**src/rtl/core/setc_pkg.sv**
```systemverilog
// Shared types and constants for the scope edge trigger capture block.
// Holds the transfer structs, register and operation codes, and the
// controller/datapath command and status bundles. No dependencies.
`timescale 1ns / 1ps
`default_nettype none

package setc_pkg;

    // Defaults for the top-level parameters. RING_DEPTH must be a power of two.
    localparam int RING_DEPTH_DEF  = 2048;
    localparam int SAMPLE_BITS_DEF = 10;

    // Field widths of the transfers
    localparam int IN_SAMPLE_BITS = 10;
    localparam int IDX_BITS       = 11;
    localparam int TALLY_BITS     = 32;
    localparam int LEVEL_BITS     = 10;
    localparam int SPAN_BITS      = 12;
    localparam int CMP_BITS       = 16;

    // Configuration port
    localparam int CFG_IDX_BITS  = 2;
    localparam int CFG_DATA_BITS = 16;

    localparam logic [CFG_IDX_BITS-1:0] CFG_TRIGGER_LEVEL = 2'd0;
    localparam logic [CFG_IDX_BITS-1:0] CFG_EDGE_FALLING  = 2'd1;
    localparam logic [CFG_IDX_BITS-1:0] CFG_SEARCH_SPAN   = 2'd2;

    localparam logic [LEVEL_BITS-1:0] LEVEL_RST = 10'd512;
    localparam logic [SPAN_BITS-1:0]  SPAN_RST  = 12'd128;

    // Item operation codes
    localparam logic OP_SAMPLE = 1'b0;
    localparam logic OP_SEARCH = 1'b1;

    typedef struct packed {
        logic                      opcode;
        logic [IN_SAMPLE_BITS-1:0] sample;
        logic                      fifo_overflow;
    } t_item;

    typedef struct packed {
        logic [IDX_BITS-1:0]   trigger_index;
        logic                  trigger_found;
        logic [TALLY_BITS-1:0] search_failures;
        logic [TALLY_BITS-1:0] overflow_errors;
    } t_result;

    // Controller to datapath
    typedef struct packed {
        logic clr_we;   // write one zero word of the clearing pass
        logic store;    // store the incoming sample
        logic load;     // load the search start position
        logic rd;       // issue a ring read and step the read address back
        logic shift;    // move the returned word into the current-sample register
        logic test;     // a crossing test is valid this cycle
        logic finish;   // close the search and present the result
    } t_dp_cmd;

    // Datapath to controller
    typedef struct packed {
        logic clr_last;
        logic hit;
        logic last;
    } t_dp_stat;

endpackage

`default_nettype wire

```
**src/rtl/core/setc_ctrl.sv**
```systemverilog
// Controller state machine for the edge trigger capture block.
// Sequences the clearing pass, sample stores and the backward search.
// Depends on setc_pkg.
`timescale 1ns / 1ps
`default_nettype none

module setc_ctrl
    import setc_pkg::*;
(
    input  wire logic     i_clk,
    input  wire logic     i_rst_n,
    input  wire logic     i_start,
    input  wire logic     i_opcode,
    input  wire t_dp_stat i_stat,
    output logic          o_busy,
    output t_dp_cmd       o_cmd
);

    localparam logic [2:0] ST_CLEAR  = 3'd0;
    localparam logic [2:0] ST_IDLE   = 3'd1;
    localparam logic [2:0] ST_PRIME0 = 3'd2;
    localparam logic [2:0] ST_PRIME1 = 3'd3;
    localparam logic [2:0] ST_WALK   = 3'd4;

    logic [2:0] r_state;
    logic [2:0] n_state;

    always_ff @(posedge i_clk) begin
        if (!i_rst_n) begin
            r_state <= ST_CLEAR;
        end else begin
            r_state <= n_state;
        end
    end

    always_comb begin
        n_state = r_state;
        o_cmd   = '0;
        o_busy  = 1'b1;
        case (r_state)
            ST_CLEAR: begin
                o_cmd.clr_we = 1'b1;
                if (i_stat.clr_last) begin
                    n_state = ST_IDLE;
                end
            end
            ST_IDLE: begin
                o_busy = 1'b0;
                if (i_start) begin
                    if (i_opcode == OP_SEARCH) begin
                        o_cmd.load = 1'b1;
                        n_state    = ST_PRIME0;
                    end else begin
                        o_cmd.store = 1'b1;
                    end
                end
            end
            ST_PRIME0: begin
                o_cmd.rd = 1'b1;
                n_state  = ST_PRIME1;
            end
            ST_PRIME1: begin
                o_cmd.rd    = 1'b1;
                o_cmd.shift = 1'b1;
                n_state     = ST_WALK;
            end
            ST_WALK: begin
                o_cmd.rd    = 1'b1;
                o_cmd.shift = 1'b1;
                o_cmd.test  = 1'b1;
                if (i_stat.hit || i_stat.last) begin
                    o_cmd.finish = 1'b1;
                    n_state      = ST_IDLE;
                end
            end
            default: begin
                n_state = ST_IDLE;
            end
        endcase
    end

endmodule

`default_nettype wire

```
**config.mk**
```make
export PLATFORM = sky130hd
export DESIGN_NAME = setc_ctrl
export DESIGN_NICKNAME = d
export VERILOG_FILES = /design/src/rtl/core/setc_pkg.sv /design/src/rtl/core/setc_ctrl.sv
export SDC_FILE = /design/constraint.sdc
export NUM_CORES = 1
export LEC_CHECK = 0
export ABC_AREA = 1
export BUFFER_PORTS_ARGS = -buffer_cell sky130_fd_sc_hd__buf_2
export CAP_MARGIN = 20
export CORE_AREA = 2 2 39 41
export DETAILED_ROUTE_END_ITERATION = 6
export DIE_AREA = 0 0 41 43
export GPL_TIMING_DRIVEN = 1
export PLACE_DENSITY = 0.46
export SYNTH_ARGS = -nofsm -noshare
export SYNTH_HDL_FRONTEND = slang
export SYNTH_SLANG_ARGS = --single-unit
```
**constraint.sdc**
```tcl
create_clock -name i_clk -period 1.2 [get_ports i_clk]
set_input_delay 0.24 -clock i_clk [delete_from_list [all_inputs] [get_ports i_clk]]
set_output_delay 0.24 -clock i_clk [all_outputs]
set_load 0.01 [all_outputs]
```
==> summary.txt <==
Power
  – Max IR drop VDD: 0.559 mV
  – Overall power: 0.000502 W
  – P_leak: 0.227 nW
  – PwrDens: 1140 nW/um2

Cells and area
  – Largest register FFs: 3
  – Register area: 63.8 um2
  – Area growth, synth to finish: 102%
  – Reg with most FFs: r_state
  – Share of cells above drive strength 1: 0.650
  – Fillers: 161
  – Multi-input logic area: 178 um2
  – Biggest regs: r_state (3)
  – Post-route cell area: 439 um2
  – Post-layout nets: 68
  – N_diodes: 0

Clock network
  – Root buf cell: clkbuf_4
  – H-tree depth: 1
  – Clock sink count: 3
  – TritonCTS clock tree: yes
  – Clk Latency, worst-skew pair: 230 ps
  – Reg clk slew, reported paths: 40 ps
  – CTS hold repair buffers: 0
  – Total CTS buffers: 3
  – CTS Buffer Depth: 2

Synthesis
  – Synth Cell Area: 218 um2
  – Commonest cells post-synth: inv_1, nor2_1, nand2_1, nand3_1, dfxtp_1
  – Dominant synthesized flop cell: dfxtp_1
  – Synth cell types: 11
  – Asr flop ratio synth: 0
  – Syn nets: 43
  – Post-synthesis register bit count: 3
  – Syn Inst Count: 36
  – Syn Area/Cell: 6.05 um2
  – Yosys top cell area share: 0.276
  – Post-synthesis sequential area ratio: 0.276
  – Synth top area cells: dfxtp_1, inv_1, nor2_1
  – Post-synth EDFFs: 0
  – Largest area contributor in the netlist: dfxtp_1
  – Synthesis Warnings: 0

Global route
  – Largest net degree at the start of global routing: 7
  – GRT overflow: 0
  – Initial antenna violation count: 0
  – Overall Global Routing Usage: 0.0772
  – Vias in the first global route: 243
  – First-pass GRT wire length: 883 um

Timing
  – Fin. Hold Viols: 0
  – Slew @ Worst Pin: 278 ps
  – Unrepaired setup endpoints after global routing: true
  – Final worst slack: -158 ps
  – Max Clk Rate: 736 MHz
  – Slew HR: 0.813
  – Tcrit/Tclk final: 1.13
  – Hold slack: 266 ps
  – Slew Viols, Final: 0
  – Final min period: 1360 ps
  – Final setup violation count: 8
  – Worst Clk Skew: 2.11 ps

Floorplanning
  – Die area: 1760 um2
  – Area of the core: 1380 um2
  – Die height: 43 um
  – Std cell rows: 14
  – Die width: 41 um
  – Top Ports: 15
  – Initial Util: 0.157

Critical path
  – Number of cells on the critical path: 7
  – Arr. time, crit path: 1120 ps
  – CP Data Required Time: 960 ps
  – Kind of critical path: reg2out
  – CP Capture Type: output port
  – Worst path max stage delay: 320 ps
  – Worst setup SP type: flop
  – FF-to-FF path depth: 8
  – Crit-path leading delay family: flip-flops
  – Crit path cell chain: inv_2 -> nor2_4 -> inv_2 -> nor2_4 -> inv_1 -> nor2_1 -> buf_2
  – CP max stage cell: dfxtp_2
  – CP bufs+invs: 4
  – CP Max Fanout: 2

Route
  – Antenna-violating nets left: 0
  – Post-Route WL: 652 um
  – First-pass DRT Iterations: 2
  – WL/cell: 8.58 um
  – Total number of vias: 308
  – DRC viols: 0
  – Avg Vias per Cell: 4.05
  – Drt first-iter violations: 1

Place
  – I/O Buffers: 14
  – Hpwl dp: 496 um
  – Placer congestion estimate: 0.808
  – Placed Area: 338 um2

Run
  – Max Cap Violations: 0

Min path
  – Hold Crit Class: in2reg
  – Hold depth: 3

Run status
  – Failing checks: negative setup slack
  – Outcome: finished, violations left
per-layer routing:
layer / part of all wire / track usage / wire (um) / up-vias
li1: - / - / - / 161
met5: 0 / 0 / 0 / -
met4: 0.029 / 0.0600 / 19 / 0
met3: 0.086 / 0.0314 / 56 / 2
met2: 0.49 / 0.116 / 319 / 14
met1: 0.40 / 0.0801 / 258 / 131
cells in the final DEF (no fill, tap or decap), drive strengths merged:
| cell type | Yosys | final |
|---|---|---|
| nand2 | 4 | 4 |
| nand3 | 6 | 6 |
| clkbuf | 0 | 4 |
| buf | 0 | 20 |
| nor2 | 10 | 10 |
| inv | 8 | 8 |
| a21oi | 1 | 1 |
| dfxtp | 3 | 3 |
| o21ai | 2 | 2 |
| nor3 | 2 | 2 |
worst register-to-register path: cells and delay by family (launching register included):
| kind | cells | cell delay [ps] |
|---|---|---|
| buffers and inverters | 5 | 470 |
| flip-flops | 1 | 320 |
| AND/OR/NAND/NOR | 3 | 230 |
logic make-up after synthesis:
| group | Yosys count | synth area share |
|---|---|---|
| flops | 3 | 0.276 |
| compound gates | 3 | 0.0689 |
| simple gates | 22 | 0.517 |
| buf+inv | 8 | 0.138 |
per-stage QoR:
stage | instances | setup slack (ps) | setup TNS, ps | util
6_report | 76 | -158 | -926 | 0.317
2_1_floorplan | 36 | 35.8 | 0 | -
3_3_place_gp | 70 | 44.0 | 0 | 0.244
5_1_grt | 76 | -246 | -1470 | 0.317
4_1_cts | 77 | -186 | -1010 | 0.288
3_5_place_dp | 70 | 3.04 | 0 | 0.244
worst paths after layout:
kind                            slack [ps]                    start                       to
worst max-delay path                  -160  r_state[0]$_SDFFE_PN0P_                 o_cmd[4]
worst min-delay path                   270                  i_rst_n  r_state[0]$_SDFFE_PN0P_
worst max register to register          70  r_state[0]$_SDFFE_PN0P_  r_state[0]$_SDFFE_PN0P_
worst min register to register         580  r_state[1]$_SDFFE_PN0P_  r_state[2]$_SDFFE_PN0P_
repair_timing:
action                     in CTS  in global routing
pin swaps                       2                  7
setup endpoints to repair       8                  9
buffers inserted                3                  2
resized for setup               7                 12
power by group:
part           internal (W)  switching (W)
Combinational     0.0000953       0.000105
Sequential         0.000111      0.0000114
Clock              0.000125      0.0000549
cell type report:
type                    count  area share
clock buffers               4      0.0598
repair buffers             20       0.276
well taps                  16      0.0456
flip-flops and latches      3       0.145
multi-input cells          25       0.405
inverters                   8      0.0684
No activity file was read; power rests on OpenSTA's default activity.
